**config.mk**
```make
export PLATFORM = sky130hd
export DESIGN_NAME = font_list_lru_cache
export DESIGN_NICKNAME = d
export VERILOG_FILES = /design/src/rtl/flc_pkg.sv /design/src/rtl/flc_cell.sv /design/src/rtl/font_list_lru_cache.sv
export SDC_FILE = /design/constraint.sdc
export NUM_CORES = 1
export LEC_CHECK = 0
export ABC_AREA = 1
export BUFFER_PORTS_ARGS = -buffer_cell sky130_fd_sc_hd__clkbuf_2
export CAP_MARGIN = 20
export CORE_ASPECT_RATIO = 0.8
export CORE_MARGIN = 3
export CORE_UTILIZATION = 59
export DETAILED_ROUTE_END_ITERATION = 6
export PLACE_DENSITY = 0.76
export SLEW_MARGIN = 30
export SYNTH_ARGS = -nofsm -noshare
export SYNTH_HDL_FRONTEND = slang
export SYNTH_SLANG_ARGS = --single-unit
```
**constraint.sdc**
```tcl
create_clock -name clk -period 7.64 [get_ports clk]
set_input_delay 0.764 -clock clk [delete_from_list [all_inputs] [get_ports clk]]
set_output_delay 0.764 -clock clk [all_outputs]
set_load 0.005 [all_outputs]
```
**src/rtl/flc_pkg.sv**
```systemverilog
// Shared types and constants of the font list cache.
`timescale 1ns / 1ps

package flc_pkg;

  // Field widths of one cache entry.
  localparam int KEY_W  = 28;
  localparam int WIN_W  = 16;
  localparam int BASE_W = 12;

  // First allocation candidate and the step between candidates, modulo 4096.
  localparam logic [BASE_W-1:0] BASE_FIRST = 12'd1260;
  localparam logic [BASE_W-1:0] BASE_STEP  = 12'd260;

  // Update command for one cell; at most one bit is set.
  typedef struct packed {
    logic load;       // take the new entry
    logic take_prev;  // take the neighbor nearer the front
    logic take_next;  // take the neighbor nearer the back
  } cell_cmd_t;

endpackage

```
**src/rtl/flc_cell.sv**
```systemverilog
// One entry cell of the font list cache: key, base and its comparators.
`timescale 1ns / 1ps

module flc_cell (
  input  logic                      clk,
  input  flc_pkg::cell_cmd_t        cmd,
  input  logic                      occ,
  input  logic                      release_mode,
  input  logic [flc_pkg::KEY_W-1:0]  cmp_key,
  input  logic [flc_pkg::BASE_W-1:0] cmp_base,
  input  logic [flc_pkg::KEY_W-1:0]  new_key,
  input  logic [flc_pkg::BASE_W-1:0] new_base,
  input  logic [flc_pkg::KEY_W-1:0]  prev_key,
  input  logic [flc_pkg::BASE_W-1:0] prev_base,
  input  logic [flc_pkg::KEY_W-1:0]  next_key,
  input  logic [flc_pkg::BASE_W-1:0] next_base,
  input  logic                      seen_in,
  output logic [flc_pkg::KEY_W-1:0]  key,
  output logic [flc_pkg::BASE_W-1:0] base,
  output logic                      match,
  output logic                      seen_out,
  output logic                      base_hit
);
  import flc_pkg::*;

  logic [KEY_W-1:0]  key_r;
  logic [KEY_W-1:0]  key_nxt;
  logic [BASE_W-1:0] base_r;
  logic [BASE_W-1:0] base_nxt;

  // Compare on the whole key for a lookup, on the window part for a release.
  always_comb begin
    if (release_mode) begin
      match = occ && (key_r[KEY_W-1:KEY_W-WIN_W] == cmp_key[KEY_W-1:KEY_W-WIN_W]);
    end else begin
      match = occ && (key_r == cmp_key);
    end
  end

  // The match chain tells each later cell that an earlier one matched.
  assign seen_out = seen_in | match;
  assign base_hit = occ && (base_r == cmp_base);

  // Entry moves between neighbors.
  always_comb begin
    key_nxt  = key_r;
    base_nxt = base_r;
    if (cmd.load) begin
      key_nxt  = new_key;
      base_nxt = new_base;
    end else if (cmd.take_prev) begin
      key_nxt  = prev_key;
      base_nxt = prev_base;
    end else if (cmd.take_next) begin
      key_nxt  = next_key;
      base_nxt = next_base;
    end
  end

  always_ff @(posedge clk) begin
    key_r  <= key_nxt;
    base_r <= base_nxt;
  end

  assign key  = key_r;
  assign base = base_r;

endmodule

```
**src/rtl/font_list_lru_cache.sv**
```systemverilog
// Top level of the font list cache kept in most-recently-used order.
//
//   Channel | Direction | Ports        | Word contents
//   in      | input     | in_t*        | font request or window release
//   out     | output    | out_t*       | list base, hit/evict flags, last mark
//
// A lookup first latches the request, then compares in every cell and updates
// the row. A miss with free room then starts the base search and steps past
// each allocation candidate found in use (at most DEPTH-1), each one tested
// by the single broadcast base comparator row. A release emits one word per
// removed entry, one per cycle while the output is not stalled, and no word
// when nothing matches. A stalled output holds the engine in place. The input
// is ready again once the item is done.
// Reset (rst_n low, synchronous) empties the table; no clearing pass is needed.
`timescale 1ns / 1ps

module font_list_lru_cache #(
  parameter int DEPTH = 10
) (
  input  logic        clk,
  input  logic        rst_n,
  input  logic        in_tvalid,
  output logic        in_tready,
  input  logic [31:0] in_tdata,   // window_id, italic, bold, font_size, font_family
  input  logic [0:0]  in_tuser,   // action
  output logic        out_tvalid,
  input  logic        out_tready,
  output logic [23:0] out_tdata,  // list_base, evicted_base
  output logic [1:0]  out_tuser,  // hit, evicted
  output logic        out_tlast   // last
);
  import flc_pkg::*;

  localparam int CNT_W = $clog2(DEPTH + 1);

  localparam logic [1:0] S_IDLE  = 2'd0;
  localparam logic [1:0] S_LOOK  = 2'd1;
  localparam logic [1:0] S_ALLOC = 2'd2;
  localparam logic [1:0] S_REL   = 2'd3;

  logic [1:0]       state_r, state_nxt;
  logic [CNT_W-1:0] count_r, count_nxt;
  logic [BASE_W-1:0] cand_r, cand_nxt;
  logic [KEY_W-1:0] req_key_r;

  logic              out_valid_r;
  logic [BASE_W-1:0] out_base_r;
  logic [BASE_W-1:0] out_evb_r;
  logic              out_hit_r;
  logic              out_ev_r;
  logic              out_last_r;

  logic              emit;
  logic [BASE_W-1:0] e_base;
  logic [BASE_W-1:0] e_evb;
  logic              e_hit;
  logic              e_ev;
  logic              e_last;
  logic              upd_front;
  logic              upd_rel;
  logic [BASE_W-1:0] load_base;
  logic              out_free;
  logic              in_acc;

  cell_cmd_t         cmd   [DEPTH];
  logic [KEY_W-1:0]  key_q [DEPTH];
  logic [BASE_W-1:0] base_q[DEPTH];
  logic [DEPTH-1:0]  match;
  logic [DEPTH-1:0]  base_hit;
  logic [DEPTH-1:0]  occ;
  logic [DEPTH:0]    seen;

  logic              any_match;
  logic              second_match;
  logic              base_used;
  logic [BASE_W-1:0] sel_base;
  logic              full;

  assign in_tready = (state_r == S_IDLE);
  assign in_acc    = in_tvalid && in_tready;
  assign out_free  = !out_valid_r || out_tready;
  assign full      = (count_r == CNT_W'(DEPTH));

  // Row of entry cells, front at index 0.
  assign seen[0] = 1'b0;
  for (genvar j = 0; j < DEPTH; j++) begin : g_cell
    logic [KEY_W-1:0]  p_key;
    logic [BASE_W-1:0] p_base;
    logic [KEY_W-1:0]  n_key;
    logic [BASE_W-1:0] n_base;

    if (j == 0) begin : g_front
      assign p_key  = req_key_r;
      assign p_base = load_base;
    end else begin : g_mid
      assign p_key  = key_q[j-1];
      assign p_base = base_q[j-1];
    end
    if (j == DEPTH - 1) begin : g_back
      assign n_key  = key_q[j];
      assign n_base = base_q[j];
    end else begin : g_inner
      assign n_key  = key_q[j+1];
      assign n_base = base_q[j+1];
    end

    assign occ[j] = (CNT_W'(j) < count_r);

    flc_cell u_cell (
      .clk          (clk),
      .cmd          (cmd[j]),
      .occ          (occ[j]),
      .release_mode (state_r == S_REL),
      .cmp_key      (req_key_r),
      .cmp_base     (cand_r),
      .new_key      (req_key_r),
      .new_base     (load_base),
      .prev_key     (p_key),
      .prev_base    (p_base),
      .next_key     (n_key),
      .next_base    (n_base),
      .seen_in      (seen[j]),
      .key          (key_q[j]),
      .base         (base_q[j]),
      .match        (match[j]),
      .seen_out     (seen[j+1]),
      .base_hit     (base_hit[j])
    );
  end

  // Base of the first matching cell and whether a later cell matches too.
  always_comb begin
    sel_base     = '0;
    second_match = 1'b0;
    for (int j = 0; j < DEPTH; j++) begin
      if (match[j] && !seen[j]) begin
        sel_base = sel_base | base_q[j];
      end
      second_match = second_match | (match[j] & seen[j]);
    end
  end

  assign any_match = seen[DEPTH];
  assign base_used = |base_hit;

  // Sequencer.
  always_comb begin
    state_nxt = state_r;
    count_nxt = count_r;
    cand_nxt  = cand_r;
    emit      = 1'b0;
    e_base    = '0;
    e_evb     = '0;
    e_hit     = 1'b0;
    e_ev      = 1'b0;
    e_last    = 1'b0;
    upd_front = 1'b0;
    upd_rel   = 1'b0;
    load_base = sel_base;
    unique case (state_r)
      S_IDLE: begin
        if (in_acc) begin
          state_nxt = in_tuser[0] ? S_REL : S_LOOK;
        end
      end
      S_LOOK: begin
        if (any_match) begin
          if (out_free) begin
            emit      = 1'b1;
            e_base    = sel_base;
            e_hit     = 1'b1;
            e_last    = 1'b1;
            upd_front = 1'b1;
            state_nxt = S_IDLE;
          end
        end else if (full) begin
          if (out_free) begin
            load_base = base_q[DEPTH-1];
            emit      = 1'b1;
            e_base    = base_q[DEPTH-1];
            e_ev      = 1'b1;
            e_evb     = base_q[DEPTH-1];
            e_last    = 1'b1;
            upd_front = 1'b1;
            state_nxt = S_IDLE;
          end
        end else begin
          cand_nxt  = BASE_FIRST;
          state_nxt = S_ALLOC;
        end
      end
      S_ALLOC: begin
        load_base = cand_r;
        if (base_used) begin
          cand_nxt = cand_r + BASE_STEP;
        end else if (out_free) begin
          emit      = 1'b1;
          e_base    = cand_r;
          e_last    = 1'b1;
          upd_front = 1'b1;
          count_nxt = count_r + CNT_W'(1);
          state_nxt = S_IDLE;
        end
      end
      S_REL: begin
        if (!any_match) begin
          state_nxt = S_IDLE;
        end else if (out_free) begin
          emit      = 1'b1;
          e_base    = sel_base;
          e_last    = !second_match;
          upd_rel   = 1'b1;
          count_nxt = count_r - CNT_W'(1);
          if (!second_match) begin
            state_nxt = S_IDLE;
          end
        end
      end
      default: state_nxt = S_IDLE;
    endcase
  end

  // Cell commands: move to front on lookup, close the gap on release.
  always_comb begin
    for (int j = 0; j < DEPTH; j++) begin
      cmd[j].load      = upd_front && (j == 0);
      cmd[j].take_prev = upd_front && (j != 0) && !seen[j];
      cmd[j].take_next = upd_rel && seen[j+1];
    end
  end

  // Control registers.
  always_ff @(posedge clk) begin
    if (!rst_n) begin
      state_r     <= S_IDLE;
      count_r     <= '0;
      out_valid_r <= 1'b0;
    end else begin
      state_r <= state_nxt;
      count_r <= count_nxt;
      if (emit) begin
        out_valid_r <= 1'b1;
      end else if (out_tready) begin
        out_valid_r <= 1'b0;
      end
    end
  end

  // Request and result words.
  always_ff @(posedge clk) begin
    cand_r <= cand_nxt;
    if (in_acc) begin
      req_key_r <= {in_tdata[15:0], in_tdata[16], in_tdata[17],
                    in_tdata[25:18], in_tdata[27:26]};
    end
    if (emit) begin
      out_base_r <= e_base;
      out_evb_r  <= e_evb;
      out_hit_r  <= e_hit;
      out_ev_r   <= e_ev;
      out_last_r <= e_last;
    end
  end

  assign out_tvalid = out_valid_r;
  assign out_tdata  = {out_evb_r, out_base_r};
  assign out_tuser  = {out_ev_r, out_hit_r};
  assign out_tlast  = out_last_r;

endmodule
```
After elaboration in Yosys (flattened, before gate mapping)
Cells that the tools add are included.
{ "totals": {"reg_bits": 474, "output_inout_bits": 29} }
{ "classes": {"add_sub_neg": 3, "n_lt_le_gt_ge": 10, "n_eq_ne": 44, "muxes": 100, "n_bitwise": 36, "n_reduce_logical": 88} }
{ "op_table": {"columns": ["cell", "count"], "rows": [
  ["$mux W28", 18],
  ["$mux W12", 41],
  ["$eq A28 B28 Y1", 10],
  ["$eq A16 B16 Y1", 10],
  ["$eq A12 B12 Y1", 10],
  ["$or A12 B12 Y12", 9],
  ["$logic_and A1 B1 Y1", 58],
  ["$pmux W12 S2", 2],
  ["$pmux W12 S3", 1],
  ["$reduce_bool A2 Y1", 12],
  ["$mux W1", 20],
  ["$mux W2", 9],
  ["$or A1 B1 Y1", 17],
  ["$lt A3 B4 Y1 const A", 4],
  ["$mux W4", 4],
  ["$ne A2 B2 Y1 const B", 7],
  ["$add A12 B9 Y12 const B", 1],
  ["$logic_not A1 Y1", 11],
  ["$reduce_or A10 Y1", 1],
  ["$and A1 B1 Y1", 9],
  ["$lt A1 B4 Y1 const A", 2],
  ["$lt A2 B4 Y1 const A", 2],
  ["$lt A4 B4 Y1 const A", 2],
  ["$pmux W2 S4", 1],
  ["16 further kinds", 20]
]} }

Depth between registers and ports, before layout
Gate-level depths: netlist of run 1.
{ "depth": {"depth_word": 27, "ltp_mapped": 25} }

By module
Synthesis of run 1 repeated with hierarchy kept, for this count alone.
{ "hier_totals": {"hier_cells": 4635, "hier_area_um2": 32613.8} }
{ "modules_own_cells": {"columns": ["mod", "instances", "cells_each", "area_each_um2", "seq_area_each_um2"], "rows": [
  ["flc_cell", 10, 398, 2797.7, 1201.2],
  ["font_list_lru_cache", 1, 655, 4636.9, 2092.0]
]} }

Worst setup path after synthesis of run 1
OpenSTA, ideal clock, no wires.
{ "synth_path": {"path_type": "register -> register", "startpoint": "register count_r[1]", "endpoint": "register g_cell[8].u_cell.base_r[0], enable pin", "setup_ns": 0.493, "arrival_ns": 4.945, "path_slack_ns": 2.202, "stages_incl_launch_ff": 18, "path_cell_list": "dfxtp_1 inv_1 ha_1 o21ai_1 nand2_1 nor2_1 nand3_1 nor2_1 nand2_1 nand2_2 nor2_4 nand4_2 nor2_2 buf_4 nand3_1 inv_1 buf_4 o21ai_0"} }
{ "synth_between": {"elab_chain_cells": 16} }
{ "synth_rtl": {"columns": ["item", "line", "rtl"], "rows": [
  ["start, declared", "font_list_lru_cache.sv:42", "logic [CNT_W-1:0] count_r, count_nxt;"],
  ["start signal, assigned", "font_list_lru_cache.sv:240", "count_r <= count_nxt;"],
  ["$lt A1 B4 Y1", "font_list_lru_cache.sv:107", "assign occ[j] = (CNT_W'(j) < count_r);"],
  ["$logic_and A1 B1 Y1 (on tied branches)", "flc_cell.sv:36, flc_cell.sv:34", null],
  ["$mux W1", "flc_cell.sv:33", "if (release_mode) begin"],
  ["$or A1 B1 Y1 (9 in series)", "flc_cell.sv:41", "assign seen_out = seen_in | match;"],
  ["$mux W1", "font_list_lru_cache.sv:167", "if (any_match) begin"],
  ["$pmux W1 S2 or $mux W1 (tied branches)", "font_list_lru_cache.sv:160", "unique case (state_r)"],
  ["$logic_and A1 B1 Y1 (on tied branches)", "font_list_lru_cache.sv:227, font_list_lru_cache.sv:228", null],
  ["$reduce_bool A2 Y1 (no line) *", null, null],
  ["end signal, assigned", "flc_cell.sv:62", "base_r <= base_nxt;"],
  ["end, declared", "flc_cell.sv:28", "logic [BASE_W-1:0] base_r;"]
]} }
Mark *: on every way between the ends. The rest lies on a longest branch, timed or not.
A chain may end at the register's enable or synchronous reset.

Final worst setup path of run 1
{ "layout_path": {"startpoint": "register cand_r[11]", "endpoint": "register g_cell[4].u_cell.key_r[11], enable pin"} }
{ "layout_between": {"elab_chain_cells": 7} }
{ "layout_rtl": {"columns": ["item", "line", "rtl"], "rows": [
  ["start, declared", "font_list_lru_cache.sv:43", "logic [BASE_W-1:0] cand_r, cand_nxt;"],
  ["start signal, assigned", "font_list_lru_cache.sv:251", "cand_r <= cand_nxt;"],
  ["$eq A12 B12 Y1", "flc_cell.sv:42", "assign base_hit = occ && (base_r == cmp_base);"],
  ["$logic_and A1 B1 Y1", "flc_cell.sv:42", null],
  ["$reduce_or A10 Y1 *", "font_list_lru_cache.sv:144", "assign base_used = |base_hit;"],
  ["$mux W1 *", "font_list_lru_cache.sv:194", "if (base_used) begin"],
  ["$pmux W1 S2 *", "font_list_lru_cache.sv:160", null],
  ["$logic_and A1 B1 Y1 *", "font_list_lru_cache.sv:227", "cmd[j].take_prev = upd_front && (j != 0) && !seen[j];"],
  ["$reduce_bool A2 Y1 (no line) *", null, null],
  ["end signal, assigned", "flc_cell.sv:61", "key_r <= key_nxt;"],
  ["end, declared", "flc_cell.sv:26", "logic [KEY_W-1:0] key_r;"]
]} }
Marks and branches as above.

==> results of run 1 <==
flip-flops by register name (all words and copies together), names as in the netlist, 2 cells and up:
register / flops
cand_r: 10
count_r: 4
g_cell.p_key: 28
g_cell.u_cell.base: 120
g_cell.u_cell.key: 280
out_base_r: 12
out_evb_r: 12
state_r: 2
area by class of cell:
cell class                      instances  area, µm²  share of cell area
Inverter                              243      914.6             0.03015
Clock inverter                         27      266.5            0.008786
Tap cell                              612      765.7             0.02525
Multi-Input combinational cell       2574      12300              0.4055
Clock buffer                           63       1321             0.04356
Timing Repair Buffer                  102      660.6             0.02178
Sequential cell                       472      14100              0.4650
per-stage QoR:
stage / hold slack [ns] / setup slack [ns] / total power, W
after floorplan: 0.4712 / 2.202 / 0.005508
after global placement: 0.4834 / 1.689 / 0.006184
after detailed placement: 0.4874 / 2.011 / 0.006285
after CTS: 0.3123 / 1.960 / 0.008708
after global routing: 0.3205 / 1.450 / 0.009201
final: 0.3255 / 1.567 / 0.008812
worst max-delay path: cells and delay by family (launching register included):
kind / cells / cell delay, ns
and+or+nand+nor: 11 / 2.72
DFF: 1 / 0.89
buffers and inverters: 4 / 1.86
AOI/OAI and AO/OA: 1 / 0.13
layer usage:
layer  up-vias  GRT usage  wire [µm]
met1     11670     0.5773      39000
met4         4    0.08658       1835
met5         -   0.009524         79
li1      11270          -          -
met2      1924     0.4701      35750
met3       149     0.1187      16360
cell families after synthesis:
logic type | after synthesis
AND/OR/NAND/NOR | 2136
AO/OA/AOI/OAI | 194
buffers and inverters | 401
adder cells (fa/ha/maj) | 9
XOR/XNOR | 235
flip-flops | 472
final timing paths:
| kind | endpoint | cells after the start | from |
|---|---|---|---|
| worst max-delay path | g_cell[4].u_cell.key[11] | 16 | cand_r[11] |
| worst min-delay path | g_cell[0].p_key[23] | 1 | in_tdata[11] |
| worst max register to register | g_cell[4].u_cell.key[11] | 16 | cand_r[11] |
| worst min register to register | g_cell[9].u_cell.key[2] | 0 | g_cell[8].u_cell.key[2] |
cell usage after synthesis, drive strengths merged:
cell type and n:
nor4 23, o221ai 3, buf 134, and2 5, nand2 1327, a21o 1
clkbuf 24, and3 3, nor3b 5, nor2b 1, xor2 98, nand3b 3
o22ai 11, a21oi 45, nand3 274, o211ai 3, dfxtp 7, o41ai 1
a211o 2, nor4b 3, o21ai 109, ha 9, o2111ai 6, nor3 59
a31oi 3, a2111oi 2, edfxtp 465, clkinv 6, a221oi 2, nor2 333
inv 237, a211oi 5, xnor2 137, or2 41, o21a 1, nand4 59
power groups by stage:
stage               combinational (W)  clock, W  sequential (W)
floorplan                     0.00174         0         0.00377
global placement              0.00219         0         0.00400
detailed placement            0.00227         0         0.00401
CTS                           0.00229   0.00246         0.00396
global route                  0.00260   0.00258         0.00402
finish                        0.00236   0.00245         0.00400
==> metrics.cfg, run 1 <==
[cells_and_area]
area_delta_synth_final_pct = 8.064
fin_cells = 4093
design_area_um2 = 30330
post-route-util = 0.6547
drive_above_1_share = 0.07268
layout_common_cells = nand2_1 (1,323), edfxtp_1 (465), nor2_1 (323), nand3_1 (271), inv_1 (222)
final_common_cell = nand2_1
antennaDiodeCount = 0
num-fill-cells = 3884
nNetsFinal = 3488

[sta]
timing.final.crit_share = 0.7949
worstMarginPinSlew_ns = 0.9833
maxSlewViolCount = 0
rsz0062_at_grt = false
fin_skew_ns = 0.02931
setup_tns_ns = 0
post-route-min-period_ns = 6.073
max_freq_mhz = 164.7
hold_viol = 0
finalSetupViolations = 0
slew_headroom = 0.3445

[clocking]
cts_buffers = 49
htree_levels = 2
cts.sinks = 472
cts_setup_buffers = 0
cts_max_path_buffers = 3
cts_tree = done
clkSlewWorstSetupHoldPaths_ns = 0.06
clk_latency_ns = 0.61
root_buffer = clkbuf_16
cts_resized = 0
cts_hold_buffers = 0

[place]
place_hpwl_mm = 68.23
dpl-instance-area_um2 = 28710
place.gp.congestion = 1.043
dp_cells = 4002
io_buffers = 61

[setup_path]
crit_chain = inv_1 > or2_2 > nand4_1 > nor3_1 > nand3_1 > nand3_1 > nor3_1 > and2_1 > nand2_1 > nand3_2 > nand3_4 > nor2_4 > buf_4 > inv_2 > o21ai_4 > buf_4
arrival_ns = 6.30
cp-end-kind = flop
cp-start-kind = flop
critPathKind = reg -> reg
cp_max_fo = 48
cp_data_required_time_ns = 7.87
critPathMaxStageDelay_ns = 0.89
rrSetupSlack_ns = 1.57
crit_path_top_delay_cell = edfxtp_1

[floorplanning]
die_area_um2 = 50240
die_w_um = 249.9
die_h_um = 201.1
rows = 70
start_util = 0.6058
io_pins = 66
core_area_um2 = 46330

[power_and_ir_drop]
p_per_area_nw_per_um2 = 290.5
sequentialPowerShare = 0.454
p_int_w = 0.005590
clkPwrFrac = 0.278
p_leak_nw = 12.77
p_sw_frac = 0.3656
comb_power_share = 0.268
irDropWorstVdd_mv = 0.2315
power.switching_w = 0.003222

[route]
avgViaCountPerCell = 6.112
routed-via-count = 25020
ant_nets = 0
wirelength_mm = 93.02
drc = 0
drtIter0Drc = 4274
wl_per_cell_um = 22.73
dr.pass1.iters = 7

[min_path]
holdCritPathClass = in -> reg

[run]
maxCapViolCount = 0

[logic_synthesis]
syn_area_um2 = 28070
syn_nets = 3493
synthSimpleGateAreaFrac = 0.3177
yosys.area_share.xor_xnor = 0.07333
synth_seq_area_share = 0.5025
postSynthCellCount = 3447
synthAdderAreaFrac = 0.004012
netlist-cell-type-count = 54
synthMuxAreaShare = 0
yosysTopAreaCell = edfxtp_1
synth_compound_area_frac = 0.03838
synth_top_family_by_area = simple AND/OR/NAND/NOR gates
syn_area_per_cell_um2 = 8.143
ys_warn_count = 0
synthTopCellsByArea = edfxtp_1 (50%), nand2_1 (18%), nand3_1 (4.8%), nor2_1 (4.3%), xnor2_1 (4.3%)
synth_top_cell_area_share = 0.4975
ys_ff_latch = 472

[global_routing]
first_global_vias = 22900
grt_overflow_total = 0
grt_pass1_wl_mm = 139.2
grt.total_usage = 0.3627
grt_max_degree = 60
antenna_found_initial = 1

[run_status]
status = completed

(Power assumes the default switching activity.)
==> run 2: changes to the inputs <==
ABC_AREA = 0   (was 1)
CORE_UTILIZATION = 57   (was 59)
PLACE_DENSITY = 0.77   (was 0.76)
clock period = 5.3 ns   (was 7.64 ns; I/O delays follow)
==> run 2 against run 1 <==
First-iteration DRC count shrank 47%. Global-route usage decreased by 7.5 points. Highest routed layer is now met4. Core utilization down 0.45 points. Non-clock buffer count is 34 higher. Worst setup slack got worse by 1.2 ns. Largest cell class unchanged. Clock skew about the same. Critical endpoint is now g_cell[0].u_cell.base[3]. Synthesized cell count fell by 45%. Register-to-register slack got worse by 1.2 ns. Final cell count fell by 37%. Power increased by 69%. Critical path type unchanged. Fmax rose by 23%.
==> metrics.cfg, run 2 <==
[power_and_ir_drop]
p_leak_nw = 9.845  ; -23%
p_per_area_nw_per_um2 = 522.5  ; +80%
sequentialPowerShare = 0.459  ; +0.005
p_int_w = 0.009642  ; +72%
comb_power_share = 0.317  ; +0.049
power.switching_w = 0.005215  ; +62%
p_total_w = 0.01486  ; +69%
clkPwrFrac = 0.224  ; -0.054
p_sw_frac = 0.3510  ; -0.01459
irDropWorstVdd_mv = 0.3663  ; +58%

[route]
drtIter0Drc = 2278  ; -47%
wirelength_mm = 69.09  ; -26%
dr.pass1.iters = 6  ; -1
drc = 0  ; unchanged
avgViaCountPerCell = 6.454  ; +5.6%
ant_nets = 0  ; unchanged
routed-via-count = 16630  ; -34%
wl_per_cell_um = 26.81  ; +18%

[logic_synthesis]
postSynthCellCount = 1880  ; -45%
synth.most_common_cell = edfxtp_1
synth-main-ff-cell = edfxtp_1
synth_top_cell_area_share = 0.5456  ; +0.04811
synthTopCellsByArea = edfxtp_1 (55%), mux2_2 (12%), xor2_1 (10%), xnor2_1 (3.0%), mux2_4 (2.3%)
yosysTopAreaCell = edfxtp_1
syn_nets = 1926  ; -45%
ys_warn_count = 0  ; unchanged
ys_ff_latch = 472  ; unchanged
syn_area_per_cell_um2 = 13.61  ; +67%
syn_area_um2 = 25590  ; -8.8%
async_flop_share = 0  ; unchanged
yosys-top-cells-count = edfxtp_1 (465), xor2_1 (297), mux2_2 (279)
synth_edf_count = 465  ; unchanged
netlist-cell-type-count = 65  ; +20%
synth_seq_area_share = 0.5511  ; +0.04859

[sta]
rsz0062_at_grt = false
max_freq_mhz = 202.7  ; +23%
slew_headroom = 0.2523  ; -0.09213
maxSlewViolCount = 0  ; unchanged
timing.final.crit_share = 0.9310  ; +0.1360
hold_viol = 0  ; unchanged
fin_skew_ns = 0.02886  ; -0.0004478 ns
worstMarginPinSlew_ns = 1.093  ; +0.1099 ns
post-route-min-period_ns = 4.934  ; -1.139 ns
finalSetupViolations = 0  ; unchanged

[cells_and_area]
design_area_um2 = 28430  ; -6.3%
fin_cells = 2577  ; -37%
layout_common_cells = edfxtp_1 (465), xor2_1 (297), mux2_2 (279), xnor2_1 (89), nor4_1 (73)
nNetsFinal = 1989  ; -43%
final_common_cell = edfxtp_1
largest_reg_flops = 280  ; unchanged
drive_above_1_share = 0.2852  ; +0.2125
area_delta_synth_final_pct = 11.10
num-fill-cells = 3239  ; -17%

[place]
place.gp.congestion = 0.9902  ; -5.1%
dp_cells = 2489  ; -38%
io_buffers = 61  ; unchanged
place_hpwl_mm = 50.13  ; -27%
dpl-instance-area_um2 = 26920  ; -6.2%

[setup_path]
cp-end-kind = flop
reg2reg_to = g_cell[0].u_cell.base[3]
cp_max_fo = 11  ; -77%
critPathKind = reg -> reg
cp-start-kind = flop
startpoint = g_cell[0].p_key[23]
reg2reg_depth = 12  ; -4
rr_startpoint = g_cell[0].p_key[23]
cp_data_required_time_ns = 5.58  ; -2.29 ns
arrival_ns = 5.21  ; -1.09 ns
cp-endpoint = g_cell[0].u_cell.base[3]
rrSetupSlack_ns = 0.37  ; -1.20 ns

[global_routing]
antenna_found_initial = 1  ; unchanged
grt_max_degree = 42  ; -30%
grt_pass1_wl_mm = 103.8  ; -25%
grt_overflow_total = 0  ; unchanged
first_global_vias = 16420  ; -28%
grt.total_usage = 0.2876  ; -0.07504

[floorplanning]
io_pins = 66  ; unchanged
die_w_um = 242.9  ; -2.8%
rows = 68  ; -2.9%
die_area_um2 = 47500  ; -5.5%
core_area_um2 = 43730  ; -5.6%
die_h_um = 195.5  ; -2.8%
start_util = 0.5852  ; -0.02057

[min_path]
holdCritPathClass = in -> reg

[clocking]
clk_latency_ns = 0.60  ; about the same
cts_resized = 0  ; unchanged
cts_buffers = 47  ; -4.1%
cts.sinks = 472  ; unchanged
cts_hold_buffers = 0  ; unchanged
clkSlewWorstSetupHoldPaths_ns = 0.07  ; about the same
htree_levels = 2  ; unchanged
cts_max_path_buffers = 3  ; unchanged
root_buffer = clkbuf_16
cts_tree = done
cts_setup_buffers = 0  ; unchanged

[run_status]
status = completed

[run]
maxCapViolCount = 0  ; unchanged

run 2: changes by cell type after synthesis, sizes merged, moves of 36 or more:
cell	delta
nand2	-1262
mux2	+348
nor2	-279
nand3	-254
inv	-219
xor2	+199
o21ai	-88
nor4	+53
buf	-52
xnor2	-44
nor3	-37
or2	-36
run 2: through the flow:
stage	utilization	TNS, ns	hold slack, ns	setup WS, ns
after global placement	0.6143	0	0.4782	0.5160
after floorplan	-	-101.97	0.4666	-0.5157
final	0.6502	0	0.1112	0.3660
after detailed placement	0.6156	0	0.4898	0.4781
after CTS	0.6501	0	0.08095	0.4739
after global routing	0.6501	0	0.1003	0.3080
run 2: routing by layer:
metal  vias up  global-route usage  wire [µm]  part of all wire
li1       7193                   -          -                 -
met1      8336              0.4365      29910              0.43
met2       980              0.4039      28920              0.42
met3       123             0.08828       8677              0.13
met4         0             0.06813       1584             0.023
met5         -                   0          0                 0
run 2: cells by family (layout without fill, tap and decap cells):
group,after synthesis,in the layout,synth area share
other cells,0,1,0
fa+ha+maj,11,11,0.005182
flops,472,472,0.5511
xor+xnor,390,390,0.1346
simple gates,341,341,0.07353
compound gates,172,172,0.04683
buf+inv,140,241,0.02757
mux,354,354,0.1612
run 2: how the worst min path moves through the flow:
stage,depth (start not counted),slack [ns],startpoint,endpoint
after floorplan,0,0.47,g_cell[8].u_cell.key[0],g_cell[9].u_cell.key[0]
final,1,0.11,in_tdata[5],g_cell[0].p_key[17]
after global routing,1,0.10,in_tdata[11],g_cell[0].p_key[23]
after global placement,0,0.48,g_cell[8].u_cell.key[2],g_cell[9].u_cell.key[2]
after CTS,1,0.08,in_tdata[24],g_cell[0].p_key[8]
after detailed placement,0,0.49,g_cell[8].u_cell.key[23],g_cell[9].u_cell.key[23]
run 2: power by group through the flow:
| stage | registers, W | clock network [W] | logic (W) |
|---|---|---|---|
| global placement | 0.00679 | 0 | 0.00444 |
| CTS | 0.00677 | 0.00337 | 0.00464 |
| floorplan | 0.00622 | 0 | 0.00355 |
| detailed placement | 0.00684 | 0 | 0.00461 |
| finish | 0.00682 | 0.00332 | 0.00472 |
| global route | 0.00691 | 0.00351 | 0.00502 |
run 2: cell type report:
type / count / area (µm²) / area share
Timing Repair Buffer: 136 / 1059 / 0.03723
Tap cell: 595 / 744.5 / 0.02618
Clock inverter: 34 / 290.3 / 0.01021
Multi-Input combinational cell: 1268 / 10950 / 0.3851
Sequential cell: 472 / 14100 / 0.4960
Inverter: 18 / 67.56 / 0.002376
Clock buffer: 53 / 1219 / 0.04286
Antenna cell: 1 / 2.502 / 0.00008800
run 2: critical path, cell delays in order, from the launching register on:
cell       delay (ns)
edfxtp_1         0.64
xor2_1           0.26
nor4_1           0.57
nand3_1          0.30
nor4_2           0.47
or4_1            0.26
buf_4            0.20
or3_1            0.15
nor2_1           0.15
buf_4            0.20
a22o_1           0.22
a2111oi_0        0.95
o21ai_0          0.23
